### config.mk
export PLATFORM = sky130hd
export DESIGN_NAME = bref_emitter_flat
export DESIGN_NICKNAME = d
export VERILOG_FILES = /design/src/design/bref_pkg.sv /design/src/design/bref_out_if.sv /design/src/design/bref_emitter.sv /design/src/flat_wrapper.sv
export SDC_FILE = /design/constraint.sdc
export NUM_CORES = 1
export LEC_CHECK = 0
export ABC_AREA = 1
export BUFFER_PORTS_ARGS = -buffer_cell sky130_fd_sc_hd__buf_2
export CAP_MARGIN = 20
export CELL_PAD_IN_SITES_DETAIL_PLACEMENT = 1
export CELL_PAD_IN_SITES_GLOBAL_PLACEMENT = 2
export CORE_ASPECT_RATIO = 1.1
export CORE_MARGIN = 5
export CORE_UTILIZATION = 36
export CTS_BUF_LIST = sky130_fd_sc_hd__clkbuf_16
export DETAILED_ROUTE_END_ITERATION = 8
export PLACE_DENSITY_LB_ADDON = 0.25
export SETUP_SLACK_MARGIN = 0.2
export SYNTH_ARGS = -nofsm -noshare
export SYNTH_HDL_FRONTEND = slang
export SYNTH_SLANG_ARGS = --single-unit
### constraint.sdc
create_clock -name clk -period 1 [get_ports clk]
set_clock_uncertainty 0.1 [all_clocks]
set_input_delay 0 -clock clk [delete_from_list [all_inputs] [get_ports clk]]
set_output_delay 0 -clock clk [all_outputs]
set_load 0.05 [all_outputs]
### src/design/bref_pkg.sv
// ----------------------------------------------------------------------------
// bref_pkg: shared types and constants of the bucket run end finder
// Bucket geometry, the constant reciprocal used for the division by the
// bucket length, the token that travels along the cell chain, and the
// control state of the unit.
// ----------------------------------------------------------------------------
package bref_pkg;

    localparam int MAX_BUCKETS    = 64;
    localparam int BUCKET_SECONDS = 15 * 60;

    localparam int TIME_W   = 31;
    localparam int END_W    = 32;
    localparam int BUCKET_W = 22;
    localparam int CNT_W    = $clog2(MAX_BUCKETS + 1);

    // Count at which the drain timer deems a token injected into the first cell
    // to have left the last one, with any overflow it raised recorded.
    localparam int DRAIN_CYCLES = MAX_BUCKETS + 1;
    localparam int TIMER_W      = $clog2(DRAIN_CYCLES + 1);

    // time / 900 = (time / 4) / 225. For a 29-bit dividend the quotient by
    // 225 is exactly (x * RECIP) >> QUOT_SHIFT.
    localparam int QUARTER_W  = TIME_W - 2;
    localparam int RECIP_W    = 30;
    localparam int QUOT_SHIFT = 37;
    localparam int PROD_W     = QUOT_SHIFT + BUCKET_W;
    localparam logic [RECIP_W-1:0] RECIP = 30'd610839794;

    typedef logic [BUCKET_W-1:0] bucket_t;
    typedef logic [CNT_W-1:0]    count_t;

    // One bucket on its way along the chain. A lookup token only checks
    // membership and never takes a place in the store.
    typedef struct packed {
        logic    valid;
        logic    lookup;
        bucket_t bucket;
    } tok_t;

    // Bucket waiting at the head of the chain.
    typedef struct packed {
        logic    valid;
        logic    last;
        bucket_t bucket;
    } stage_t;

    // Result handed to the output stage.
    typedef struct packed {
        logic    load;
        logic    last;
        logic    ovf;
        bucket_t bucket;
    } emit_t;

    typedef enum logic [1:0] {
        ST_FILL,
        ST_DRAIN,
        ST_EMIT
    } state_t;

endpackage

### src/design/bref_out_if.sv
// ----------------------------------------------------------------------------
// bref_out_if: output channel of the bucket run end finder
// One run end point per transaction, with final and overflow flags.
// ----------------------------------------------------------------------------
interface bref_out_if;

    logic                           valid;
    logic                           ready;
    logic [bref_pkg::END_W-1:0]     end_point;
    logic                           last_result;
    logic                           overflowed;

    modport source (
        output valid,
        output end_point,
        output last_result,
        output overflowed,
        input  ready
    );

    modport sink (
        input  valid,
        input  end_point,
        input  last_result,
        input  overflowed,
        output ready
    );

endinterface

### src/design/bref_emitter.sv
// ----------------------------------------------------------------------------
// bref_emitter: output register of the run end points
// Turns the last bucket of a run into the start time of the following
// bucket and holds it until the transaction completes.
// ----------------------------------------------------------------------------
module bref_emitter (
    input  logic            clk,
    input  logic            rst_n,
    input  bref_pkg::emit_t emit,
    output logic            can_load,
    bref_out_if.source      ends
);

    logic                          valid_reg, valid_next;
    logic [bref_pkg::END_W-1:0]    point_reg, point_next;
    logic                          last_reg,  last_next;
    logic                          ovf_reg,   ovf_next;

    assign can_load = !valid_reg || ends.ready;

    always_comb
    begin
        valid_next = valid_reg;
        point_next = point_reg;
        last_next  = last_reg;
        ovf_next   = ovf_reg;
        if (emit.load)
        begin
            valid_next = 1'b1;
            point_next = bref_pkg::END_W'(
                (bref_pkg::END_W'(emit.bucket) + bref_pkg::END_W'(1))
                * bref_pkg::END_W'(bref_pkg::BUCKET_SECONDS));
            last_next  = emit.last;
            ovf_next   = emit.ovf;
        end
        else if (ends.ready)
        begin
            valid_next = 1'b0;
        end
    end

    always_ff @(posedge clk or negedge rst_n)
    begin
        if (!rst_n)
        begin
            valid_reg <= 1'b0;
        end
        else
        begin
            valid_reg <= valid_next;
        end
    end

    always_ff @(posedge clk)
    begin
        point_reg <= point_next;
        last_reg  <= last_next;
        ovf_reg   <= ovf_next;
    end

    assign ends.valid       = valid_reg;
    assign ends.end_point   = point_reg;
    assign ends.last_result = last_reg;
    assign ends.overflowed  = ovf_reg;

endmodule

### src/flat_wrapper.sv
// flat-port wrapper written by rule: the top's interface ports become plain ports
module bref_emitter_flat 
  (clk, rst_n, emit, can_load, ends_valid, ends_end_point, ends_last_result, ends_overflowed, ends_ready);
  bref_out_if ends_i ();
  input  logic clk;
  input  logic rst_n;
  input  bref_pkg::emit_t emit;
  output logic can_load;
  output wire logic [$bits(ends_i.valid)-1:0] ends_valid;
  output wire logic [$bits(ends_i.end_point)-1:0] ends_end_point;
  output wire logic [$bits(ends_i.last_result)-1:0] ends_last_result;
  output wire logic [$bits(ends_i.overflowed)-1:0] ends_overflowed;
  input wire logic [$bits(ends_i.ready)-1:0] ends_ready;
  assign ends_valid = ends_i.valid;
  assign ends_end_point = ends_i.end_point;
  assign ends_last_result = ends_i.last_result;
  assign ends_overflowed = ends_i.overflowed;
  assign ends_i.ready = ends_ready;
  bref_emitter u_core (.clk(clk), .rst_n(rst_n), .emit(emit), .can_load(can_load), .ends(ends_i));
endmodule
==> results of run 1 <==
-- Yosys cell counts, types with 2 or more instances --
| cell type | number |
|---|---|
| a21oi_1 | 13 |
| xnor2_2 | 2 |
| fa_1 | 16 |
| buf_4 | 2 |
| o21bai_1 | 8 |
| edfxtp_1 | 32 |
| nand2_1 | 264 |
| nor4_1 | 2 |
| nand4_1 | 14 |
| nand3_1 | 52 |
| o21ai_0 | 6 |
| xnor2_1 | 9 |
| a21o_1 | 2 |
| nor2_2 | 4 |
| o21ai_1 | 2 |
| inv_1 | 138 |
| xor2_1 | 27 |
| nor2_4 | 6 |
| nor3_1 | 3 |
| ha_1 | 88 |
| nand2_2 | 5 |
| nor2_1 | 44 |
-- through the flow --
stage / instances / hold WS [ps] / TNS (ps) / setup slack (ps) / instance area [um2]
CTS: 1195 / -70.3 / -53160 / -2540 / 9290
floorplan: 749 / -396 / -52890 / -2570 / 5740
detailed placement: 1146 / -319 / -67600 / -3110 / 7380
global placement: 1146 / -326 / -64860 / -2950 / 7380
-- cell families after synthesis --
logic type	synth area share [%]
flip-flops	19.0
adder cells (fa/ha/maj)	27.4
AO/OA/AOI/OAI	3.79
buffers and inverters	10.4
XOR/XNOR	6.71
AND/OR/NAND/NOR	32.6
other	0.0723
-- repair_timing --
item,4_1_cts
hold buffers,4
buffers inserted,37
pin swaps,147
setup endpoints to repair,63
endpoints found under the hold margin,4
resized for setup,354
-- layer usage --
metal | overflow | global-route usage [%]
met5 | 0 | 4.41
met3 | 1 | 43.7
met1 | 1 | 61.4
met2 | 105 | 93.6
met4 | 71 | 84.2
==> flow_metrics.tcl, run 1 <==
set metrics [dict create \
    synthFlopType "edfxtp_1" \
    netlist_area_mm2 0.00519 \
    synthArstFlopShare_pct 3.03 \
    start_util_pct 36.3 \
    grt-ovfl-total 178 \
    synth_top_cell_by_area "ha_1" \
    dpl.hpwl_mm 15.0 \
    synth_cell_types 31 \
    synth-seq-cells 33 \
    dieWidth_um 124 \
    status "stopped before the end" \
    stop_stage "global routing" \
    worst_endpoint "u_core.ends.end_point[29]$_DFFE_PP_/D" \
    io_buffers 61 \
    error_message "[ERROR GRT-0232] Routing congestion too high. Check the congestion heatmap in the GUI." \
    cts-root-buf "clkbuf_16" \
    synth.area.top_cells "ha_1 21%, nand2_1 19%, edfxtp_1 19%" \
    row_count 46 \
    synth_edf_count 32 \
    synthCells 748 \
    io_pins 64 \
    globalplace.congestion 0.841 \
    cts_buffers 5 \
    yosysTopAreaCellShare_pct 21.2 \
    synth.yosys.seq_area_share_pct 19.0 \
    cts_buffer_depth 2 \
    worstEpCategory "register input" \
    track_usage_pct 68.1 \
    antenna_found_initial 1 \
    clock-sinks 33 \
    yosys_warnings 0 \
    die_h_um 136 \
    grt_max_degree 34 \
    avgSynthCellArea_um2 6.93 \
    ctsHtreeMaxLevel 2 \
]
==> run 2, diff against run 1 <==
==> config.mk (replaced) <==
export PLATFORM = sky130hd
export DESIGN_NAME = bref_emitter_flat
export DESIGN_NICKNAME = d
export VERILOG_FILES = /design/src/design/bref_pkg.sv /design/src/design/bref_out_if.sv /design/src/design/bref_emitter.sv /design/src/flat_wrapper.sv
export SDC_FILE = /design/constraint.sdc
export NUM_CORES = 1
export LEC_CHECK = 0
export ABC_AREA = 1
export BUFFER_PORTS_ARGS = -buffer_cell sky130_fd_sc_hd__buf_2
export CAP_MARGIN = 20
export CORE_MARGIN = 5
export CORE_UTILIZATION = 40
export DETAILED_ROUTE_END_ITERATION = 8
export PLACE_DENSITY_LB_ADDON = 0.15
export SYNTH_ARGS = -nofsm -noshare
export SYNTH_HDL_FRONTEND = slang
export SYNTH_SLANG_ARGS = --single-unit
==> run 2 against run 1 <==
The flow now finishes, with violations (hold timing, setup timing). Synthesized cell count did not move. Synthesized area unchanged.
==> flow_metrics.tcl, run 2 <==
set metrics [dict create \
    setup_slack_ps -2510 \
    routedWlPerCell_um 14.1 \
    tritoncts "done" \
    areaGrowthSynthToFinish_pct 81.3 \
    diodes 0 \
    final_nets 1145 \
    final-seq-area_um2 987 \
    dpl.hpwl_mm 12.0 \
    finalPower_uw 21300 \
    r2r_cells 3 \
    crit_type "in -> reg" \
    io_buffers 61 \
    io_pins 64 \
    layout_common_cells "161 x buf_4, 159 x nand2_1, 92 x inv_1" \
    powerDensity_mw_per_mm2 2260 \
    cts_buffer_depth 2 \
    layout_commonest_cell "buf_4" \
    remaining_drc_errors 0 \
    grt_pass1_wl_mm 24.6 \
    pre_cts_ws_ps -3010 \
    synth_edf_count 32 \
    largest_register_ffs 30 \
    peakVddDrop_mv 1.43 \
    synth-seq-cells 33 \
    grt_max_degree 27 \
    synthFlopType "edfxtp_1" \
    vias 5660 \
    dieArea_mm2 0.0153 \
    drive_gt1_share_pct 56.7 \
    startpoint_type "input port" \
    fin_util_pct 74.2 \
    ctsHtreeMaxLevel 2 \
    via_per_inst 4.77 \
    hold_viol_final 1 \
    dr.pass1.iters 4 \
    cap_violations 0 \
    synthArstFlopShare_pct 3.03 \
    globalplace.congestion 0.893 \
    cp-end-kind "flop" \
    track_usage_pct 19.9 \
    holdCritPathClass "in -> reg" \
    whs_ps -16.2 \
    critPathRequiredTime_ps 940 \
    synth_top_cell_by_area "ha_1" \
    fin_crit_sh_pct 351 \
    final-instance-count-excl-fill 1186 \
    slew_violations 0 \
    critical_path_arrival_ps 3440 \
    yosysTopAreaCellShare_pct 21.2 \
    dieWidth_um 124 \
    grt_setup_unrepaired "true" \
    fin_crit_ps 3510 \
    clock-sinks 33 \
    cts_buffers 5 \
    synth_cell_types 31 \
    violations "hold timing, setup timing" \
    yosys_warnings 0 \
    maxUsedRoutingLayer "met4" \
    synthCells 748 \
    min_delay_path_depth 5 \
    placed_cells 1130 \
    row_count 41 \
    routed_wirelength_mm 16.8 \
    reg2reg_to "u_core.ends.valid$_DFFE_PN0P_" \
    dr_wl_met2_mm 8.93 \
    r2r_slack_ps 170 \
    die_h_um 124 \
    avgSynthCellArea_um2 6.93 \
    grt_pass1_vias 5519 \
    drtAntennaViolNets 0 \
    grt-ovfl-total 0 \
    synth.area.top_cells "ha_1 21%, nand2_1 19%, edfxtp_1 19%" \
    worst-path-max-fanout 6 \
    multi_input_area_mm2 0.00551 \
    met3WireLength_um 585 \
    start_util_pct 40.9 \
    r2r_start "u_core.ends.valid$_DFFE_PN0P_" \
    antenna_found_initial 0 \
    cts-root-buf "clkbuf_16" \
    synth_commonest_cells "264 x nand2_1, 138 x inv_1, 88 x ha_1, 52 x nand3_1, 44 x nor2_1" \
    path_clk_slew_ps 50 \
    routedLengthMet1_mm 6.88 \
    netlist_area_mm2 0.00519 \
    yosys.cell_count.top_type "nand2_1" \
    clock.fmax_ghz 0.285 \
    final-setup-viol-count 28 \
    design.core.area_mm2 0.0127 \
    synth.yosys.seq_area_share_pct 19.0 \
    drt-initial-drc-count 270 \
    worstHoldStart "ends_ready" \
    holdPathEnd "u_core.ends.valid$_DFFE_PN0P_" \
    cts_hold_buf 4 \
    p_leak_uw 0.00470 \
    nFillCells 886 \
    insertion_delay_ps 280 \
    status "finished with violations" \
]
run 2: cell counts after synthesis:
No cell type changed its count.
run 2: what timing repair did:
item                                    CTS  global route
endpoints found under the setup margin   30            32
hold endpoints to repair                  4             1
gates resized for setup                 130           226
pin swaps                                61           106
setup buffers                            19            28
run 2: worst max path at each step:
stage                        from                                  end  slack [ps]  cells past startpoint
final                     emit[1]  u_core.ends.end_point[28]$_DFFE_PP_       -2510                     24
after global placement    emit[1]  u_core.ends.end_point[19]$_DFFE_PP_       -3000                     24
after CTS                 emit[0]  u_core.ends.end_point[27]$_DFFE_PP_       -2460                     27
after global routing      emit[9]  u_core.ends.end_point[28]$_DFFE_PP_       -2750                     23
after floorplan           emit[0]  u_core.ends.end_point[30]$_DFFE_PP_       -2570                     21
after detailed placement  emit[1]  u_core.ends.end_point[31]$_DFFE_PP_       -3010                     24
run 2: power breakdown:
part           internal, uW  switching (uW)  leakage [uW]
combinational          7510            9810       0.00431
sequential             2340             114      0.000323
clock                   914             581     0.0000706
run 2: worst max-delay path: stages:
cell and delay (ps):
buf_8 90, ha_4 140, nand2_4 50, nor2_4 110, nand2_4 80, nor2_4 140, nand2_2 100, nor2_4 200
nand2_1 90, nand2_2 110, inv_2 70, fa_1 580, ha_4 220, ha_4 240, ha_4 240, ha_4 290
nand2_2 80, buf_4 150, inv_2 50, nand2_2 60, nor2_2 100, nand3b_1 120, nand4_1 90, nand2_1 50
run 2: per-layer routing:
| layer | vias up | global-route usage (%) |
|---|---|---|
| li1 | 2889 | - |
| met1 | 2626 | 23.8 |
| met2 | 112 | 37.0 |
| met3 | 33 | 3.13 |
| met4 | 0 | 4.91 |
| met5 | - | 0 |
run 2: area by class of cell:
class / instances / share of cell area [%]
multi-input cells: 575 / 58.6
repair buffers: 260 / 21.4
flip-flops and latches: 33 / 10.5
inverters: 138 / 5.75
well taps: 172 / 2.29
clock buffers: 6 / 1.37
clock inverters: 2 / 0.106
run 2: kinds of logic (layout without fill, tap and decap cells):
logic type	count (synthesis)	in the layout	synth area share, %
AND/OR/NAND/NOR	398	398	32.6
buffers and inverters	141	406	10.4
adder cells (fa/ha/maj)	104	104	27.4
XOR/XNOR	38	38	6.71
AO/OA/AOI/OAI	33	33	3.79
flip-flops	33	33	19.0
other	1	2	0.0723
run 2: metrics by stage:
step / hold slack [ps] / instance area (um2) / setup TNS, ps
5_1_grt: -9.75 / 9400 / -58110
4_1_cts: -18.5 / 8280 / -52560
2_1_floorplan: -396 / 5730 / -52890
3_5_place_dp: -320 / 7360 / -66890
6_report: -16.2 / 9400 / -54550
3_3_place_gp: -325 / 7360 / -66380
No activity file was read; power rests on OpenSTA's default activity.
==> run 3, diff against run 2 <==
--- a/config.mk
+++ b/config.mk
@@ -6,11 +6,12 @@
 export NUM_CORES = 1
 export LEC_CHECK = 0
 export ABC_AREA = 1
-export BUFFER_PORTS_ARGS = -buffer_cell sky130_fd_sc_hd__buf_2
 export CAP_MARGIN = 20
 export CORE_MARGIN = 5
 export CORE_UTILIZATION = 40
+export CTS_BUF_LIST = sky130_fd_sc_hd__clkbuf_4 sky130_fd_sc_hd__clkbuf_8 sky130_fd_sc_hd__clkbuf_16
 export DETAILED_ROUTE_END_ITERATION = 8
+export DONT_BUFFER_PORTS = 1
 export PLACE_DENSITY_LB_ADDON = 0.15
 export SYNTH_ARGS = -nofsm -noshare
 export SYNTH_HDL_FRONTEND = slang
==> run 3 against run 2 <==
The flow still finishes with violations (hold timing, setup timing). Critical path depth is 1 lower. Sequential share of layout area increased by 0.30 points. First-iteration DRC count fell by 54%. Final cell count shrank 4.8%. Total power is 4.8% higher. Worst setup slack gained 81 ps. Fmax grew 2.4%. Register-to-register slack lost 20 ps. Design area is 2.8% lower. Die area unchanged. Core utilization down 2.0 points. Largest power group unchanged.
==> flow_metrics.tcl, run 3 (synthesis gave the netlist of run 2 again) <==
set metrics [dict create \
    globalplace.congestion 0.919 \
    setup_slack_ps -2430 \
    r2r_cells 3 \
    critical_path_arrival_ps 3370 \
    grt_setup_unrepaired "true" \
    track_usage_pct 19.5 \
    row_count 41 \
    start_util_pct 40.9 \
    routedWlPerCell_um 14.5 \
    layout_common_cells "163 x buf_4, 150 x nand2_1, 102 x inv_1" \
    path_clk_slew_ps 50 \
    die_h_um 124 \
    violations "hold timing, setup timing" \
    fin_util_pct 72.2 \
    critPathRequiredTime_ps 940 \
    cp-end-kind "flop" \
    io_pins 64 \
    routed_wirelength_mm 16.3 \
    grt_pass1_vias 5419 \
    startpoint_type "input port" \
    via_per_inst 4.88 \
    hold_viol_final 32 \
    diodes 0 \
    largest_register_ffs 30 \
    vias 5504 \
    fin_crit_ps 3430 \
    grt_pass1_wl_mm 24.3 \
    drive_gt1_share_pct 53.8 \
    layout_commonest_cell "buf_4" \
    dieArea_mm2 0.0153 \
    cts_buffer_depth 2 \
    final_nets 1088 \
    final-setup-viol-count 26 \
    p_leak_uw 0.00447 \
    dpl.hpwl_mm 11.8 \
    drt-initial-drc-count 125 \
    tns_ps -49100 \
    insertion_delay_ps 280 \
    clock.fmax_ghz 0.292 \
    cap_violations 0 \
    crit_type "in -> reg" \
    r2r_slack_ps 150 \
    worst-path-max-fanout 8 \
    areaGrowthSynthToFinish_pct 76.3 \
    remaining_drc_errors 0 \
    design.core.area_mm2 0.0127 \
    status "finished with violations" \
    slew_violations 0 \
    drtAntennaViolNets 0 \
    fin_crit_sh_pct 343 \
    ctsHtreeMaxLevel 2 \
    grt-ovfl-total 0 \
    holdCritPathClass "in -> reg" \
    finalPower_uw 22300 \
    io_buffers 0 \
    tritoncts "done" \
    powerDensity_mw_per_mm2 2440 \
    dr.pass1.iters 4 \
    dieWidth_um 124 \
    peakVddDrop_mv 1.84 \
    cts_buffers 5 \
    grt_max_degree 34 \
    whs_ps -273 \
    clock-sinks 33 \
    min_delay_path_depth 0 \
    cts_hold_buf 7 \
    antenna_found_initial 0 \
    cts-root-buf "clkbuf_16" \
]
-- run 3: cell count changes in the layout (fill, tap and decap cells not counted), sizes merged --
cell         change
clkinvlp         +1
inv              -1
buf             -59
dlygate4sd3      +3
clkbuf           -1
-- run 3: worst paths after layout --
kind / endpoint / start
worst max register to register: u_core.ends.valid$_DFFE_PN0P_ / u_core.ends.valid$_DFFE_PN0P_
worst max-delay path: u_core.ends.end_point[28]$_DFFE_PP_ / emit[0]
worst min-delay path: u_core.ends.end_point[2]$_DFFE_PP_ / emit[24]
min in group asynchronous: u_core.ends.valid$_DFFE_PN0P_ / rst_n
worst min register to register: u_core.ends.valid$_DFFE_PN0P_ / u_core.ends.valid$_DFFE_PN0P_
max in group asynchronous: u_core.ends.valid$_DFFE_PN0P_ / rst_n
-- run 3: timing repair --
| item | 4_1_cts | 5_1_grt |
|---|---|---|
| gates cloned | 0 | 0 |
| endpoints found under the hold margin | 37 | 32 |
| pin swaps | 48 | 153 |
| setup buffers | 17 | 28 |
| resized for setup | 104 | 241 |
| endpoints found under the setup margin | 26 | 26 |
-- run 3: layout make-up --
cell class / instances / area (um2)
Inverter: 138 / 544
Multi-Input combinational cell: 575 / 5580
Timing Repair Buffer: 203 / 1670
Tap cell: 172 / 215
Sequential cell: 33 / 987
Clock inverter: 2 / 10.0
Clock buffer: 6 / 133
Fill cell: 894 / 3530
-- run 3: metrics by stage --
stage                     std cells  setup slack [ps]  hold slack (ps)  area [um2]
after floorplan                 749             -2570             -396        5730
after global placement         1073             -2750             -396        7090
after detailed placement       1073             -2780             -396        7090
after CTS                      1104             -2350             -277        7900
after global routing           1129             -2540             -283        9140
final                          1129             -2430             -273        9140
-- run 3: critical path: stages --
cell and delay, ps:
ha_4 130, nand2_4 70, nor2_4 130, nand2_4 80, nor2_4 120, nand2_2 90
nor2_4 190, nor2_4 50, buf_6 110, buf_4 130, fa_1 480, ha_4 310
ha_4 200, ha_4 240, ha_4 310, nand2_2 70, buf_4 140, inv_1 70
nand2_2 70, a21oi_1 120, nor2_1 80, nand4_1 100, nand2_1 60
-- run 3: report_power, final --
part	internal, uW	switching [uW]
registers	2340	132
logic	8170	10100
clock network	940	568
-- run 3: routing by layer --
layer	global-route usage (%)	share of wire [%]
met1	23.2	40
met2	37.1	55
met3	3.41	3.4
met4	2.84	1.6
met5	0	0
==> run 4, diff against run 3 <==
--- a/config.mk
+++ b/config.mk
@@ -16,3 +16,4 @@
 export SYNTH_ARGS = -nofsm -noshare
 export SYNTH_HDL_FRONTEND = slang
 export SYNTH_SLANG_ARGS = --single-unit
+export TNS_END_PERCENT = 1
==> constraint.sdc (replaced) <==
create_clock -name clk -period 3.5 [get_ports clk]
set_clock_uncertainty 0.1 [all_clocks]
set_input_delay 0 -clock clk [delete_from_list [all_inputs] [get_ports clk]]
set_output_delay 0 -clock clk [all_outputs]
set_load 0.05 [all_outputs]
==> run 4 against run 3 <==
The flow now finishes without violations. Routed wire length fell by 18%. Non-clock buffer count is 81 lower. Design area down 20%. Via count down 11%. Global-route usage is 2.3 points lower. Critical path depth fell by 2. Combinational power shrank 82%. Sequential share of layout area rose by 2.7 points. Worst setup slack improved by 2500 ps. Total power decreased by 78%. Sequential power down 50%. First-iteration DRC count increased by 98%. Critical endpoint unchanged. Largest cell class unchanged. Largest power group unchanged.
==> flow_metrics.tcl, run 4 (synthesis gave the netlist of run 2 again) <==
set metrics [dict create \
    min_delay_path_depth 3 \
    grt-ovfl-total 0 \
    cts_buffer_depth 2 \
    cp-end-kind "flop" \
    path_common_cell "ha_4" \
    cp-startpoint "emit[0]" \
    row_count 41 \
    placed_cells 1026 \
    dieArea_mm2 0.0153 \
    r2r_start "u_core.ends.valid$_DFFE_PN0P_" \
    fin_crit_sh_pct 97.9 \
    die_h_um 124 \
    worstHoldStart "emit[2]" \
    tns_ps 0 \
    final-seq-area_um2 986 \
    seqPwrFrac_pct 24.7 \
    final_nets 1007 \
    r2r_slack_ps 2110 \
    drt-initial-drc-count 247 \
    largest_register_ffs 30 \
    insertion_delay_ps 270 \
    powerDensity_mw_per_mm2 677 \
    fin_crit_ps 3430 \
    cp_cell_sequence "ha_4 -> nand2_4 -> nor2_4 -> nand2_2 -> nor2_4 -> a21oi_2 -> nor2_2 -> inv_2 -> fa_1 -> inv_2 -> ha_4 -> fa_1 -> ha_4 -> ha_4 -> nand2_2 -> inv_2 -> nand2_1 -> nor2_2 -> nand3b_1 -> nand4_1 -> nand2_1" \
    slew_violations 0 \
    cap_violations 0 \
    worst-path-max-fanout 8 \
    crit_type "in -> reg" \
    path_clk_slew_ps 60 \
    track_usage_pct 17.2 \
    design.core.area_mm2 0.0127 \
    final-instance-count-excl-fill 1048 \
    comb_power_share_pct 64.7 \
    remaining_drc_errors 0 \
    clock-sinks 33 \
    grt_setup_unrepaired "true" \
    r2r_cells 2 \
    critPathRequiredTime_ps 3440 \
    routed_wirelength_mm 13.4 \
    finalPower_uw 4960 \
    nFillCells 1172 \
    dpl.hpwl_mm 11.3 \
    setup_slack_ps 73.3 \
    antenna_found_initial 0 \
    grt_pass1_wl_mm 21.3 \
    dieWidth_um 124 \
    critical_path_arrival_ps 3360 \
    dr.pass1.iters 4 \
    clock.fmax_ghz 0.292 \
    cts_buffers 5 \
    layout_commonest_cell "nand2_1" \
    io_buffers 0 \
    tritoncts "done" \
    vias 4915 \
    tightest_slew_ps 505 \
    pre_cts_ws_ps -431 \
    status "finished clean" \
    io_pins 64 \
    drive_gt1_share_pct 30.1 \
    via_per_inst 4.69 \
    ctsHtreeMaxLevel 2 \
    hold_viol_final 0 \
    globalplace.congestion 0.859 \
    multi_input_area_mm2 0.00448 \
    cts-root-buf "clkbuf_16" \
    peakVddDrop_mv 0.239 \
    p_sw_uw 2390 \
    slowest_stage "fa_1" \
    sw_frac_of_total_pct 48.2 \
    final-setup-viol-count 0 \
    areaGrowthSynthToFinish_pct 41.2 \
    drtAntennaViolNets 0 \
    start_util_pct 40.9 \
    grt_pass1_vias 4690 \
    startpoint_type "input port" \
    max_slew_margin_pct 66.4 \
    holdCritPathClass "in -> reg" \
    layout_common_cells "229 x nand2_1, 131 x inv_1, 113 x buf_4" \
    cpPeakStageDelay_ps 540 \
    routedWlPerCell_um 12.8 \
    diodes 0 \
    clockPowerShare_pct 10.6 \
    grt_max_degree 34 \
    p_leak_uw 0.00382 \
    p_int_uw 2570 \
]
[run 4: cell type report]
cell class / count / area share, %
inverters: 138 / 7.07
clock inverters: 1 / 0.410
flip-flops and latches: 33 / 13.5
multi-input cells: 575 / 61.2
clock buffers: 7 / 2.00
repair buffers: 122 / 12.9
well taps: 172 / 2.94
[run 4: metrics by stage]
stage	hold slack (ps)	area [um2]	util (%)
5_1_grt	86.2	7320	57.8
6_report	72.1	7320	57.8
4_1_cts	68.1	6830	53.9
3_3_place_gp	-396	6540	51.6
2_1_floorplan	-396	5540	-
3_5_place_dp	-396	6540	51.6
[run 4: per-layer routing]
layer | share of wire (%) | global-route usage (%)
met1 | 46 | 21.9
met2 | 48 | 30.1
met3 | 3.9 | 3.00
met4 | 1.9 | 4.57
met5 | 0 | 0
[run 4: final timing paths]
path | endpoint
worst max-delay path | u_core.ends.end_point[28]$_DFFE_PP_
worst min-delay path | u_core.ends.end_point[4]$_DFFE_PP_
worst max register to register | u_core.ends.valid$_DFFE_PN0P_
worst min register to register | u_core.ends.valid$_DFFE_PN0P_
max in group asynchronous | u_core.ends.valid$_DFFE_PN0P_
min in group asynchronous | u_core.ends.valid$_DFFE_PN0P_
[run 4: power groups by stage]
stage               logic, uW  clock network, uW  registers (uW)
global placement         2660                  0            1240
floorplan                1750                  0            1220
global route             3560                555            1250
detailed placement       2680                  0            1240
CTS                      2740                539            1230
finish                   3210                526            1230
[run 4: critical path: cells and delay by family]
| family | cells | cell delay (ps) |
|---|---|---|
| buffers and inverters | 3 | 170 |
| adders and majority gates | 6 | 1910 |
| AOI/OAI and AO/OA | 1 | 70 |
| and+or+nand+nor | 11 | 1170 |
[run 4: what timing repair did]
item / 4_1_cts / 5_1_grt
hold buffers: 9 / 0
resized for setup: 3 / 92
pin swaps: 2 / 23
buffers inserted: 0 / 5
endpoints found under the setup margin: 4 / 18
hold endpoints to repair: 38 / 0
