==> config.mk <==
export PLATFORM = sky130hd
export DESIGN_NAME = bref_divider_flat
export DESIGN_NICKNAME = d
export VERILOG_FILES = /design/src/design/bref_pkg.sv /design/src/design/bref_in_if.sv /design/src/design/bref_divider.sv /design/src/flat_wrapper.sv
export SDC_FILE = /design/constraint.sdc
export NUM_CORES = 1
export LEC_CHECK = 0
export ABC_AREA = 1
export BUFFER_PORTS_ARGS = -buffer_cell sky130_fd_sc_hd__buf_2
export CAP_MARGIN = 0
export CORE_MARGIN = 2
export CORE_UTILIZATION = 51
export DETAILED_ROUTE_END_ITERATION = 10
export PLACE_DENSITY = 0.76
export SLEW_MARGIN = 0
export SYNTH_ARGS = -nofsm -noshare
export SYNTH_HDL_FRONTEND = slang
export SYNTH_SLANG_ARGS = --single-unit
==> constraint.sdc <==
create_clock -name clk -period 3.1 [get_ports clk]
set_input_delay 0.465 -clock clk [delete_from_list [all_inputs] [get_ports clk]]
set_output_delay 0.465 -clock clk [all_outputs]
set_load 0.1 [all_outputs]
==> src/design/bref_pkg.sv <==
// ----------------------------------------------------------------------------
// bref_pkg: shared types and constants of the bucket run end finder
// Bucket geometry, the constant reciprocal used for the division by the
// bucket length, the token that travels along the cell chain, and the
// control state of the unit.
// ----------------------------------------------------------------------------
package bref_pkg;

    localparam int MAX_BUCKETS    = 64;
    localparam int BUCKET_SECONDS = 15 * 60;

    localparam int TIME_W   = 31;
    localparam int END_W    = 32;
    localparam int BUCKET_W = 22;
    localparam int CNT_W    = $clog2(MAX_BUCKETS + 1);

    // Count at which the drain timer deems a token injected into the first cell
    // to have left the last one, with any overflow it raised recorded.
    localparam int DRAIN_CYCLES = MAX_BUCKETS + 1;
    localparam int TIMER_W      = $clog2(DRAIN_CYCLES + 1);

    // time / 900 = (time / 4) / 225. For a 29-bit dividend the quotient by
    // 225 is exactly (x * RECIP) >> QUOT_SHIFT.
    localparam int QUARTER_W  = TIME_W - 2;
    localparam int RECIP_W    = 30;
    localparam int QUOT_SHIFT = 37;
    localparam int PROD_W     = QUOT_SHIFT + BUCKET_W;
    localparam logic [RECIP_W-1:0] RECIP = 30'd610839794;

    typedef logic [BUCKET_W-1:0] bucket_t;
    typedef logic [CNT_W-1:0]    count_t;

    // One bucket on its way along the chain. A lookup token only checks
    // membership and never takes a place in the store.
    typedef struct packed {
        logic    valid;
        logic    lookup;
        bucket_t bucket;
    } tok_t;

    // Bucket waiting at the head of the chain.
    typedef struct packed {
        logic    valid;
        logic    last;
        bucket_t bucket;
    } stage_t;

    // Result handed to the output stage.
    typedef struct packed {
        logic    load;
        logic    last;
        logic    ovf;
        bucket_t bucket;
    } emit_t;

    typedef enum logic [1:0] {
        ST_FILL,
        ST_DRAIN,
        ST_EMIT
    } state_t;

endpackage

==> src/design/bref_in_if.sv <==
// ----------------------------------------------------------------------------
// bref_in_if: input channel of the bucket run end finder
// One bar time per transaction, with a flag on the final time of a set.
// ----------------------------------------------------------------------------
interface bref_in_if;

    logic                           valid;
    logic                           ready;
    logic [bref_pkg::TIME_W-1:0]    bar_time;
    logic                           last_item;

    modport source (
        output valid,
        output bar_time,
        output last_item,
        input  ready
    );

    modport sink (
        input  valid,
        input  bar_time,
        input  last_item,
        output ready
    );

endinterface

==> src/design/bref_divider.sv <==
// ----------------------------------------------------------------------------
// bref_divider: bar time to bucket number
// Registers the product of the quartered time and the constant reciprocal
// of 225; the bucket number is the top slice of that product.
// ----------------------------------------------------------------------------
module bref_divider (
    input  logic             clk,
    input  logic             rst_n,
    bref_in_if.sink          bar,
    input  logic             take,
    output bref_pkg::stage_t stage
);

    logic                              valid_reg, valid_next;
    logic                              last_reg,  last_next;
    logic [bref_pkg::PROD_W-1:0]       prod_reg,  prod_next;
    logic [bref_pkg::QUARTER_W-1:0]    quarter;
    logic                              load;

    assign bar.ready = !valid_reg || take;
    assign load      = bar.valid && bar.ready;
    assign quarter   = bar.bar_time[bref_pkg::TIME_W-1:2];

    always_comb
    begin
        valid_next = valid_reg;
        last_next  = last_reg;
        prod_next  = prod_reg;
        if (load)
        begin
            valid_next = 1'b1;
            last_next  = bar.last_item;
            prod_next  = bref_pkg::PROD_W'(quarter) * bref_pkg::PROD_W'(bref_pkg::RECIP);
        end
        else if (take)
        begin
            valid_next = 1'b0;
        end
    end

    always_ff @(posedge clk or negedge rst_n)
    begin
        if (!rst_n)
        begin
            valid_reg <= 1'b0;
        end
        else
        begin
            valid_reg <= valid_next;
        end
    end

    always_ff @(posedge clk)
    begin
        last_reg <= last_next;
        prod_reg <= prod_next;
    end

    assign stage.valid  = valid_reg;
    assign stage.last   = last_reg;
    assign stage.bucket = prod_reg[bref_pkg::QUOT_SHIFT +: bref_pkg::BUCKET_W];

endmodule

==> src/flat_wrapper.sv <==
// flat-port wrapper written by rule: the top's interface ports become plain ports
module bref_divider_flat 
  (clk, rst_n, take, stage, bar_valid, bar_bar_time, bar_last_item, bar_ready);
  bref_in_if bar_i ();
  input  logic clk;
  input  logic rst_n;
  input  logic take;
  output bref_pkg::stage_t stage;
  input wire logic [$bits(bar_i.valid)-1:0] bar_valid;
  input wire logic [$bits(bar_i.bar_time)-1:0] bar_bar_time;
  input wire logic [$bits(bar_i.last_item)-1:0] bar_last_item;
  output wire logic [$bits(bar_i.ready)-1:0] bar_ready;
  assign bar_i.valid = bar_valid;
  assign bar_i.bar_time = bar_bar_time;
  assign bar_i.last_item = bar_last_item;
  assign bar_ready = bar_i.ready;
  bref_divider u_core (.clk(clk), .rst_n(rst_n), .bar(bar_i), .take(take), .stage(stage));
endmodule
* Word level (Yosys, flattened, before mapping)
Cells that the tools add are included.
** Word-level totals
- Bits of input ports :: 36
- Output and inout bits :: 25
- Flip-flop bits (word level) :: 60
- Logic and storage cells :: 10
** Cells by class
- $mul :: 1
- Reduce and logical (&&, ||, !) cells :: 4
- Muxes and demuxes :: 2
** Operators by type and width (count)
- $mul A29 B29 Y58 const B :: 1
- $mux W1 :: 2
- $reduce_bool A2 Y1 :: 1
- $logic_and A1 B1 Y1 :: 1
- $logic_not A1 Y1 :: 1
- $logic_or A1 B1 Y1 :: 1

* Depth between registers and ports, before layout
Gate-level depths: netlist of the first run.
- Depth after elaboration :: 4
- Gate-level depth with buffers :: 30

* Least setup slack after synthesis of the first run
No wires, ideal clock.
- Path kind :: input to register
- Start :: input port bar_bar_time[16]
- End :: register u_core.prod_reg[50] (netlist bit) (data pin)
- Slack :: -2.556 ns
- Buffers on the path :: 0
- Arrival :: 5.402 ns
- Cell stages on the path :: 27
- Path through :: ha_1 -> or2_2 -> nand2_1 -> inv_1 -> ha_1 -> inv_1 -> nand2_1 -> fa_1 -> ha_1 -> inv_1 -> fa_1 -> inv_1 -> fa_1 -> fa_1 -> inv_1 -> fa_1 -> inv_1 -> ha_1 -> nand2_1 -> nor2_1 -> inv_1 -> nor2_1 -> nand2_2 -> nor3_2 -> nand2_1 -> nand4_1 -> nand2_1
** On the way
- Cells in the longest elaborated chain, start to end :: 1
** RTL lines
- start: declaration :: RTL line flat_wrapper.sv:10 : input wire logic [$bits(bar_i.bar_time)-1:0] bar_bar_time;
- $mul A29 B29 Y58 :: RTL line bref_divider.sv:33 : prod_next = bref_pkg::PROD_W'(quarter) * bref_pkg::PROD_W'(bref_pkg::RECIP);
- end signal: assignment :: RTL line bref_divider.sv:56 : prod_reg <= prod_next;
- end: declaration :: RTL line bref_divider.sv:16 : logic [bref_pkg::PROD_W-1:0] prod_reg, prod_next;
No other way between the ends.
A chain may end at the register's enable or synchronous reset.

* Final worst setup path of the first run
- Start :: input port bar_bar_time[24]
- End :: register u_core.prod_reg[54] (netlist bit) (data pin)
Same word-level chain as after synthesis.

==> impl_metrics.sql, run 1 <==
INSERT INTO impl_metrics (metric_group, metric, value, unit) VALUES
('status', 'status', 'complete, but fails checks', ''),
('status', 'failed_checks', 'negative setup slack', ''),
('placement', 'dp.cells', '2720', ''),
('yosys', 'post_synthesis_average_cell_area', '8.015', 'µm²'),
('yosys', 'post_synth_mux_area_share', '0', '%'),
('yosys', 'synth_compound_area_share', '1.768', '%'),
('clocking', 'clock_tree.root_cell', 'clkbuf_16', ''),
('detailed_routing', 'drt-pass1-iter-count', '5', ''),
('detailed_routing', 'drt-initial-drc-count', '784', ''),
('final_layout', 'multiInputGateArea', '15050', 'µm²'),
('min_path', 'worst_hold_path_type', 'in -> reg', ''),
('placement', 'dp_hpwl', '44140', 'µm'),
('sta', 'final.setup.worst_slack', '-2551', 'ps'),
('global_routing', 'grt_first_pass_wirelength', '78500', 'µm'),
('placement', 'place.gp.congestion', '1.018', ''),
('flow_run', 'cap_viol_max_count', '0', ''),
('sta', 'unrepaired_setup_endpoints_after_global_routing', 'yes', ''),
('sta', 'period_share', '182.3', '%'),
('sta', 'slew_headroom', '64.56', '%'),
('yosys', 'synth_fp_nets', '2729', ''),
('clocking', 'worst_skew_pair.late_latency', '260', 'ps'),
('yosys', 'synth_top_cells_by_area', 'fa_1, ha_1, inv_1', ''),
('global_routing', 'grt_antenna_before_repair', '1', ''),
('sta', 'final-hold-violation-count', '0', ''),
('yosys', 'synth_cells', '2049', ''),
('yosys', 'largest_area_contributor_in_the_synthesized_netlist', 'fa_1', ''),
('yosys', 'post_synth_num_cell_types', '27', ''),
('final_layout', 'register_area', '715.7', 'µm²'),
('global_routing', 'globalRouteOverflowTotal', '0', ''),
('clocking', 'cts_inserted_buffers', '3', ''),
('sta', 'fin_skew', '1.051', 'ps'),
('yosys', 'synth_seq_cells', '24', ''),
('final_layout', 'utilization', '66.85', '%'),
('sta', 'finalSetupViolCount', '22', ''),
('critical_path', 'worst-setup-path-type', 'in -> reg', ''),
('critical_path', 'cp-end-kind', 'register', ''),
('global_routing', 'pin_count_of_the_biggest_net_entering_global_routing', '23', ''),
('detailed_routing', 'routedWlPerCell', '18.08', 'µm'),
('critical_path', 'crit_path_max_fanout', '3', ''),
('die', 'placement_rows', '65', ''),
('die', 'die_area', '33650', 'µm²'),
('sta', 'timing_max_transition_violations_final', '0', ''),
('final_layout', 'antenna_cells', '0', ''),
('placement', 'buffer_ports.inserted', '58', ''),
('clocking', 'clk_pin_slew_worst_paths', '70', 'ps'),
('final_layout', 'number_of_flip_flops_under_the_largest_register_name', '22', ''),
('clocking', 'cts_tree', 'done', ''),
('die', 'dieHeight', '183.4', 'µm'),
('detailed_routing', 'postRouteWirelength', '49620', 'µm'),
('critical_path', 'timing.critical_path.required', '3120', 'ps'),
('sta', 'tightest_slew', '535.2', 'ps'),
('final_layout', 'number_of_nets_in_the_layout', '3023', ''),
('detailed_routing', 'ant_nets', '0', ''),
('sta', 'clock.fmax', '0.1770', 'GHz'),
('clocking', 'numClockSinks', '24', ''),
('final_layout', 'instances_no_fill', '2744', ''),
('detailed_routing', 'num_vias', '13840', ''),
('final_layout', 'layout.cells.most_common', 'inv_1', ''),
('die', 'top_level_ports', '61', ''),
('die', 'fp.coreArea', '31640', 'µm²'),
('yosys', 'yosys.area_share.simple', '16.24', '%'),
('yosys', 'synth.cell_area', '16420', 'µm²'),
('clocking', 'maximum_number_of_buffers_from_clock_root_to_sink', '2', ''),
('final_layout', 'filler_cell_count', '2488', ''),
('sta', 'hold_slack', '387.5', 'ps'),
('global_routing', 'grt_pass1_vias', '15260', ''),
('yosys', 'synth-xor-area-share', '1.280', '%'),
('yosys', 'netlist.area_leader.share', '32.91', '%'),
('yosys', 'yosys_warnings', '0', ''),
('critical_path', 'worstSetupStartpointType', 'primary input', ''),
('detailed_routing', 'route.detailed.drc', '0', '');
## synth_stat cells
master,instances
o21bai_1,3
and3_1,1
a21o_1,9
inv_2,4
nor2_2,8
and2_1,2
a21oi_1,35
or2_2,2
nor3_1,17
nor2_4,2
nand2_2,7
nand4_1,14
nor2_1,83
nor4_1,1
nor3_2,4
edfxtp_1,23
o21ai_0,5
xnor2_1,4
dfrtp_1,1
xor2_1,20
buf_4,2
inv_1,646
nand3b_1,2
nand2_1,463
nand3_1,47
fa_1,270
ha_1,374
## metrics by stage
step	cell area, µm²	worst slack, ps
6_report	21150	-2551
5_1_grt	21150	-2707
4_1_cts	20450	-2507
3_5_place_dp	19480	-2981
3_3_place_gp	19480	-2977
2_1_floorplan	17080	-2287
## worst paths after layout
path                             startpoint  cells after the start             endpoint
setup / recovery           bar_bar_time[24]                     24  u_core.prod_reg[54]
hold / removal                bar_last_item                      1      u_core.last_reg
setup reg to reg           u_core.valid_reg                      2  u_core.prod_reg[53]
hold reg to reg            u_core.valid_reg                      2     u_core.valid_reg
max in group asynchronous             rst_n                      2     u_core.valid_reg
min in group asynchronous             rst_n                      2     u_core.valid_reg
## per-layer routing
| layer | share of wire [%] | vias up | track usage (%) | wire, µm |
|---|---|---|---|---|
| li1 | - | 6650 | - | - |
| met1 | 43 | 6736 | 39.33 | 21170 |
| met2 | 48 | 353 | 53.43 | 24040 |
| met3 | 5.2 | 104 | 4.101 | 2562 |
| met4 | 3.7 | 0 | 9.568 | 1850 |
| met5 | 0 | - | 0 | 0 |
## critical path: stages
cell	delay [ps]
buf_8	110
ha_4	260
fa_2	650
ha_4	230
fa_1	480
fa_2	600
fa_1	460
fa_1	590
inv_2	50
fa_1	520
inv_2	50
ha_4	270
nand2_4	110
inv_2	30
nand2_1	60
nand2_1	70
inv_1	70
nand2_2	60
nand2_2	80
nand2_4	80
a21oi_4	170
nand2_1	80
nand2_1	70
nand2_1	50
## repair_timing
action | CTS | global route
gates resized for setup | 214 | 165
buffers inserted | 10 | 10
pin swaps | 126 | 60
endpoints found under the setup margin | 22 | 22
hold buffers | 1 | 0
hold endpoints to repair | 1 | 0
## kinds of logic after synthesis
group	Yosys count
XOR/XNOR	24
flip-flops	24
buffers and inverters	652
AND/OR/NAND/NOR	653
adder cells (fa/ha/maj)	644
AO/OA/AOI/OAI	52
## area by class of cell
class                   count  area share (%)
clock inverters             1          0.1420
multi-input cells        1373           71.17
inverters                 650           11.56
repair buffers            291           11.02
flip-flops and latches     24           3.384
clock buffers               3          0.3550
well taps                 402           2.378
Power of run 1 is not shown: default switching activity piles up to over one toggle a cycle in this logic, so the estimate is an artifact.
==> inputs of run 2 (changes only) <==
--- a/config.mk
+++ b/config.mk
@@ -6,7 +6,7 @@
 export NUM_CORES = 1
 export LEC_CHECK = 0
 export ABC_AREA = 1
-export BUFFER_PORTS_ARGS = -buffer_cell sky130_fd_sc_hd__buf_2
+export BUFFER_PORTS_ARGS = -buffer_cell sky130_fd_sc_hd__buf_4
 export CAP_MARGIN = 0
 export CORE_MARGIN = 2
 export CORE_UTILIZATION = 51
==> run 2 against run 1 <==
The run still ends with negative setup slack left. Global-route usage up 0.22 points. First-iteration DRC count decreased by 0.77%. Clock skew up 2.8 ps. Worst hold slack worse by 11 ps. Wire length rose by 0.38%. Via count up 0.34%. Sequential share of layout area about the same. Clock-buffer cell count is the same. Setup slack better by 48 ps. Critical endpoint is now u_core.prod_reg[50]. Largest cell class unchanged. Highest routed layer unchanged.
==> impl_metrics.sql, run 2 (synthesized netlist as in run 1, its figures left out) <==
INSERT INTO impl_metrics (metric_group, metric, value, unit) VALUES
('final_layout', 'utilization', '67.10', '%'),
('final_layout', 'finalInstanceArea', '21230', 'µm²'),
('critical_path', 'worst-setup-path-type', 'in -> reg', ''),
('final_layout', 'number_of_flip_flops_under_the_largest_register_name', '22', ''),
('placement', 'buffer_ports.inserted', '58', ''),
('die', 'dieHeight', '183.4', 'µm'),
('clocking', 'numClockSinks', '24', ''),
('placement', 'dp_hpwl', '44060', 'µm'),
('critical_path', 'timing.critical_path.required', '3120', 'ps'),
('clocking', 'htreeDepth', '1', ''),
('placement', 'dp.cells', '2723', ''),
('critical_path', 'cp-end-kind', 'register', ''),
('sta', 'timing_max_transition_violations_final', '0', ''),
('clocking', 'clock_tree.root_cell', 'clkbuf_16', ''),
('flow_run', 'cap_viol_max_count', '0', ''),
('clocking', 'worst_skew_pair.late_latency', '260', 'ps'),
('final_layout', 'instances_no_fill', '2743', ''),
('sta', 'period_share', '180.7', '%'),
('global_routing', 'grt_antenna_before_repair', '0', ''),
('die', 'floorplan.initialDensity', '51.91', '%'),
('final_layout', 'layout.cells.most_common', 'inv_1', ''),
('sta', 'tightest_slew', '336.8', 'ps'),
('detailed_routing', 'postRouteWirelength', '49810', 'µm'),
('detailed_routing', 'detail_route.vias_per_cell', '5.064', ''),
('global_routing', 'grt_usage', '30.79', '%'),
('detailed_routing', 'drt-pass1-iter-count', '5', ''),
('placement', 'place.gp.congestion', '0.9875', ''),
('final_layout', 'number_of_nets_in_the_layout', '3022', ''),
('global_routing', 'grt_first_pass_wirelength', '78640', 'µm'),
('min_path', 'worst_hold_path_type', 'in -> reg', ''),
('die', 'fp.coreArea', '31640', 'µm²'),
('die', 'top_level_ports', '61', ''),
('clocking', 'cts_tree', 'done', ''),
('sta', 'fin_skew', '3.811', 'ps'),
('critical_path', 'worstSetupStartpointType', 'primary input', ''),
('critical_path', 'critical_path_most_common_cell', 'inv_2', ''),
('die', 'fp.dieW', '183.4', 'µm'),
('critical_path', 'crit_path_max_fanout', '5', ''),
('sta', 'fin_crit', '5603', 'ps'),
('global_routing', 'globalRouteOverflowTotal', '0', ''),
('sta', 'finalSetupViolCount', '22', ''),
('clocking', 'cts_inserted_buffers', '3', ''),
('critical_path', 'cpPeakStageDelay', '590', 'ps'),
('detailed_routing', 'num_vias', '13890', ''),
('sta', 'slew_headroom', '77.38', '%'),
('global_routing', 'pin_count_of_the_biggest_net_entering_global_routing', '23', ''),
('status', 'status', 'complete, but fails checks', ''),
('global_routing', 'grt_pass1_vias', '15290', ''),
('critical_path', 'critPathSlowestCell', 'fa_1', ''),
('placement', 'dpl-instance-area', '19640', 'µm²'),
('die', 'placement_rows', '65', ''),
('sta', 'clock.fmax', '0.1785', 'GHz'),
('clocking', 'clk_pin_slew_worst_paths', '70', 'ps'),
('die', 'die_area', '33650', 'µm²'),
('detailed_routing', 'route.detailed.drc', '0', ''),
('detailed_routing', 'routedWlPerCell', '18.16', 'µm'),
('final_layout', 'antenna_cells', '0', ''),
('final_layout', 'flow.area_growth_from_synthesis', '29.26', '%'),
('detailed_routing', 'drt-initial-drc-count', '778', ''),
('status', 'failed_checks', 'negative setup slack', ''),
('sta', 'final-hold-violation-count', '0', ''),
('sta', 'unrepaired_setup_endpoints_after_global_routing', 'yes', ''),
('final_layout', 'final_layout_size_suffix_gt1_share', '27.77', '%'),
('detailed_routing', 'ant_nets', '0', ''),
('final_layout', 'final_cell_mix', 'inv_1, nand2_1, ha_1', ''),
('clocking', 'maximum_number_of_buffers_from_clock_root_to_sink', '2', ''),
('sta', 'final.setup.worst_slack', '-2503', 'ps'),
('critical_path', 'arrival_time_reported_for_the_critical_path_endpoint', '5620', 'ps');
run 2: changes by cell type in the layout (fill, tap and decap cells not counted), moves of 4 or more:
cell	before	now
buf_4	222	253
inv_1	588	582
a21oi_2	9	14
nand2_4	18	22
ha_1	295	302
buf_2	35	0
a21oi_1	23	19
inv_2	60	66
ha_2	19	12
buf_6	18	24
run 2: repair_timing:
item / in CTS / in global routing
pin swaps: 62 / 101
buffers inserted: 9 / 6
gates resized for setup: 196 / 167
endpoints found under the setup margin: 22 / 22
hold buffers: 1 / 0
hold endpoints to repair: 1 / 0
run 2: through the flow:
stage                     hold slack (ps)  setup TNS (ps)  worst slack [ps]
final                               376.4          -53160             -2503
after global placement              240.1          -61090             -2936
after detailed placement            240.7          -62150             -2954
after floorplan                     169.4          -48600             -2287
after CTS                           376.7          -52260             -2474
after global routing                373.6          -57220             -2648
run 2: worst max-delay path: cells and delay by family:
kind,cells,cell delay (ps)
fa+ha+maj,9,3480
simple gates,11,1060
buf+inv,9,600
run 2: path summary, 6_finish.rpt:
kind,cells after the start,start,slack [ps],to
setup / recovery,29,bar_bar_time[16],-2500,u_core.prod_reg[50]
hold / removal,1,bar_last_item,380,u_core.last_reg
setup reg to reg,2,u_core.valid_reg,1860,u_core.prod_reg[44]
hold reg to reg,2,u_core.valid_reg,560,u_core.valid_reg
max in group asynchronous,2,rst_n,2470,u_core.valid_reg
min in group asynchronous,2,rst_n,550,u_core.valid_reg
run 2: cell type report:
class / count / area, µm²
well taps: 402 / 503.0
clock inverters: 1 / 30.03
repair buffers: 290 / 2395
multi-input cells: 1373 / 15060
fillers: 2544 / 10410
clock buffers: 3 / 75.07
inverters: 650 / 2445
flip-flops and latches: 24 / 715.7
run 2: metal layers:
metal	part of all wire (%)	track usage, %
met5	0	0
met4	4.4	10.72
met3	5.9	4.140
met1	42	39.10
met2	48	53.92
Power of run 2 is left out for the same reason.
==> inputs of run 3 (changes only) <==
--- a/config.mk
+++ b/config.mk
@@ -11,7 +11,7 @@
 export CORE_MARGIN = 2
 export CORE_UTILIZATION = 51
 export DETAILED_ROUTE_END_ITERATION = 10
-export PLACE_DENSITY = 0.76
+export PLACE_DENSITY = 0.72
 export SLEW_MARGIN = 0
 export SYNTH_ARGS = -nofsm -noshare
 export SYNTH_HDL_FRONTEND = slang
==> run 3 against run 2 <==
Highest routed layer unchanged. Worst hold slack worse by 0.78 ps. Non-clock buffer count rose by 3. Register-to-register slack improved by 30 ps. Sequential cell count unchanged. The flow still finishes with violations (negative setup slack). Clock-buffer cell count unchanged. Die area did not move.
==> impl_metrics.sql, run 3 (synthesized netlist as in run 1, its figures left out) <==
INSERT INTO impl_metrics (metric_group, metric, value, unit) VALUES
('status', 'status', 'complete, but fails checks', ''),
('status', 'failed_checks', 'negative setup slack', ''),
('global_routing', 'grt.met1_usage', '40.33', '%'),
('clocking', 'worst_skew_pair.late_latency', '260', 'ps'),
('clocking', 'clk_pin_slew_worst_paths', '60', 'ps'),
('clocking', 'htreeDepth', '1', ''),
('sta', 'finalSetupViolCount', '22', ''),
('clocking', 'maximum_number_of_buffers_from_clock_root_to_sink', '2', ''),
('die', 'fp.coreArea', '31640', 'µm²'),
('critical_path', 'worstSetupStartpointType', 'primary input', ''),
('sta', 'clock.fmax', '0.1761', 'GHz'),
('global_routing', 'globalRouteOverflowTotal', '0', ''),
('critical_path', 'ff2ff_path_depth', '2', ''),
('detailed_routing', 'ant_nets', '0', ''),
('global_routing', 'grt_usage', '30.67', '%'),
('clocking', 'numClockSinks', '24', ''),
('critical_path', 'critPathCapture', 'u_core.prod_reg[54]', ''),
('critical_path', 'arrival_time_reported_for_the_critical_path_endpoint', '5690', 'ps'),
('placement', 'buffer_ports.inserted', '58', ''),
('final_layout', 'finalInstanceArea', '21030', 'µm²'),
('placement', 'place.gp.congestion', '0.9885', ''),
('detailed_routing', 'num_vias', '13890', ''),
('final_layout', 'flow.area_growth_from_synthesis', '28.08', '%'),
('placement', 'dpl-instance-area', '19640', 'µm²'),
('die', 'top_level_ports', '61', ''),
('clocking', 'clock_tree.root_cell', 'clkbuf_16', ''),
('critical_path', 'timing.critical_path.from', 'bar_bar_time[24]', ''),
('critical_path', 'reg2reg_to', 'u_core.prod_reg[41]', ''),
('die', 'dieHeight', '183.4', 'µm'),
('die', 'die_area', '33650', 'µm²'),
('clocking', 'cts_tree', 'done', ''),
('sta', 'setup_tns', '-54220', 'ps'),
('sta', 'fin_crit', '5678', 'ps'),
('die', 'floorplan.initialDensity', '51.91', '%'),
('final_layout', 'final_cell_mix', 'inv_1, nand2_1, ha_1', ''),
('critical_path', 'start_of_the_worst_register_to_register_path', 'u_core.valid_reg', ''),
('detailed_routing', 'route.detailed.drc', '0', ''),
('placement', 'dp_hpwl', '44630', 'µm'),
('sta', 'unrepaired_setup_endpoints_after_global_routing', 'yes', ''),
('sta', 'period_share', '183.2', '%'),
('detailed_routing', 'routedWlPerCell', '18.18', 'µm'),
('detailed_routing', 'drt-pass1-iter-count', '7', ''),
('sta', 'slew_headroom', '73.86', '%'),
('global_routing', 'grt_pass1_vias', '15150', ''),
('die', 'fp.dieW', '183.4', 'µm'),
('global_routing', 'grt_first_pass_wirelength', '78580', 'µm'),
('final_layout', 'final_layout_size_suffix_gt1_share', '27.39', '%'),
('sta', 'timing_max_transition_violations_final', '0', ''),
('sta', 'final-hold-violation-count', '0', ''),
('detailed_routing', 'postRouteWirelength', '49930', 'µm'),
('die', 'placement_rows', '65', ''),
('final_layout', 'number_of_nets_in_the_layout', '3025', ''),
('critical_path', 'worst-setup-path-type', 'in -> reg', ''),
('critical_path', 'cp-end-kind', 'register', ''),
('sta', 'final.setup.worst_slack', '-2578', 'ps'),
('critical_path', 'timing.reg2reg.setup_slack', '1890', 'ps'),
('flow_run', 'cap_viol_max_count', '0', ''),
('min_path', 'worst_hold_path_type', 'in -> reg', ''),
('global_routing', 'grt_antenna_before_repair', '0', ''),
('clocking', 'cts_inserted_buffers', '3', ''),
('detailed_routing', 'detail_route.vias_per_cell', '5.059', ''),
('final_layout', 'number_of_flip_flops_under_the_largest_register_name', '22', ''),
('critical_path', 'timing.critical_path.required', '3120', 'ps'),
('sta', 'tightest_slew', '390.8', 'ps'),
('final_layout', 'layout.cells.most_common', 'inv_1', ''),
('critical_path', 'crit_path_max_fanout', '3', ''),
('detailed_routing', 'drt-initial-drc-count', '752', ''),
('global_routing', 'pin_count_of_the_biggest_net_entering_global_routing', '24', ''),
('global_routing', 'grt_most_used_layer', 'met2', ''),
('sta', 'fin_skew', '2.610', 'ps'),
('final_layout', 'antenna_cells', '0', ''),
('global_routing', 'gr-usage-met2', '53.72', '%'),
('global_routing', 'grtUsageMet3', '3.328', '%');
run 3: how the worst min path moves through the flow:
stage,startpoint,end,cells after the start
after floorplan,rst_n,u_core.valid_reg,0
after global placement,rst_n,u_core.valid_reg,1
after detailed placement,rst_n,u_core.valid_reg,1
after CTS,bar_last_item,u_core.last_reg,1
after global routing,bar_last_item,u_core.last_reg,1
final,bar_last_item,u_core.last_reg,1
run 3: worst max-delay path: stages:
cell and delay (ps):
buf_12 110, ha_4 260, fa_2 640, ha_4 230, fa_1 480, fa_1 600, fa_1 460, fa_1 570
inv_1 60, fa_1 500, inv_2 50, ha_4 300, nand2_4 80, nor2_4 100, inv_2 70, nor3_4 250
nand2_1 100, nor2_1 110, nand2_1 70, nand3_1 90, nand2_1 70
run 3: metal layers:
layer / vias to the layer above / part of all wire (%)
met5: - / 0
met4: 0 / 3.1
met3: 98 / 5.6
met2: 376 / 48
met1: 6757 / 43
li1: 6662 / -
run 3: stage by stage:
step	utilization, %	setup slack (ps)	hold WS [ps]	std cells
after global routing	66.49	-2746	370.3	2746
after global placement	62.09	-2895	240.1	2725
after detailed placement	62.09	-2970	245.7	2725
after CTS	64.40	-2559	371.7	2736
after floorplan	-	-2287	169.4	2049
final	66.49	-2578	375.6	2746
run 3: area by class of cell:
type,instances,area (µm²)
Clock inverter,1,30.03
Clock buffer,3,75.07
Fill cell,2641,10600
Sequential cell,24,715.7
Timing Repair Buffer,293,2340
Inverter,650,2445
Multi-Input combinational cell,1373,14930
Tap cell,402,503.0
run 3: repair_timing:
| item | 4_1_cts | 5_1_grt |
|---|---|---|
| gates resized for setup | 158 | 161 |
| buffers inserted | 6 | 10 |
| hold buffers | 1 | 0 |
| pin swaps | 125 | 125 |
| endpoints found under the setup margin | 22 | 22 |
| endpoints found under the hold margin | 1 | 0 |
Power of run 3 is left out for the same reason.
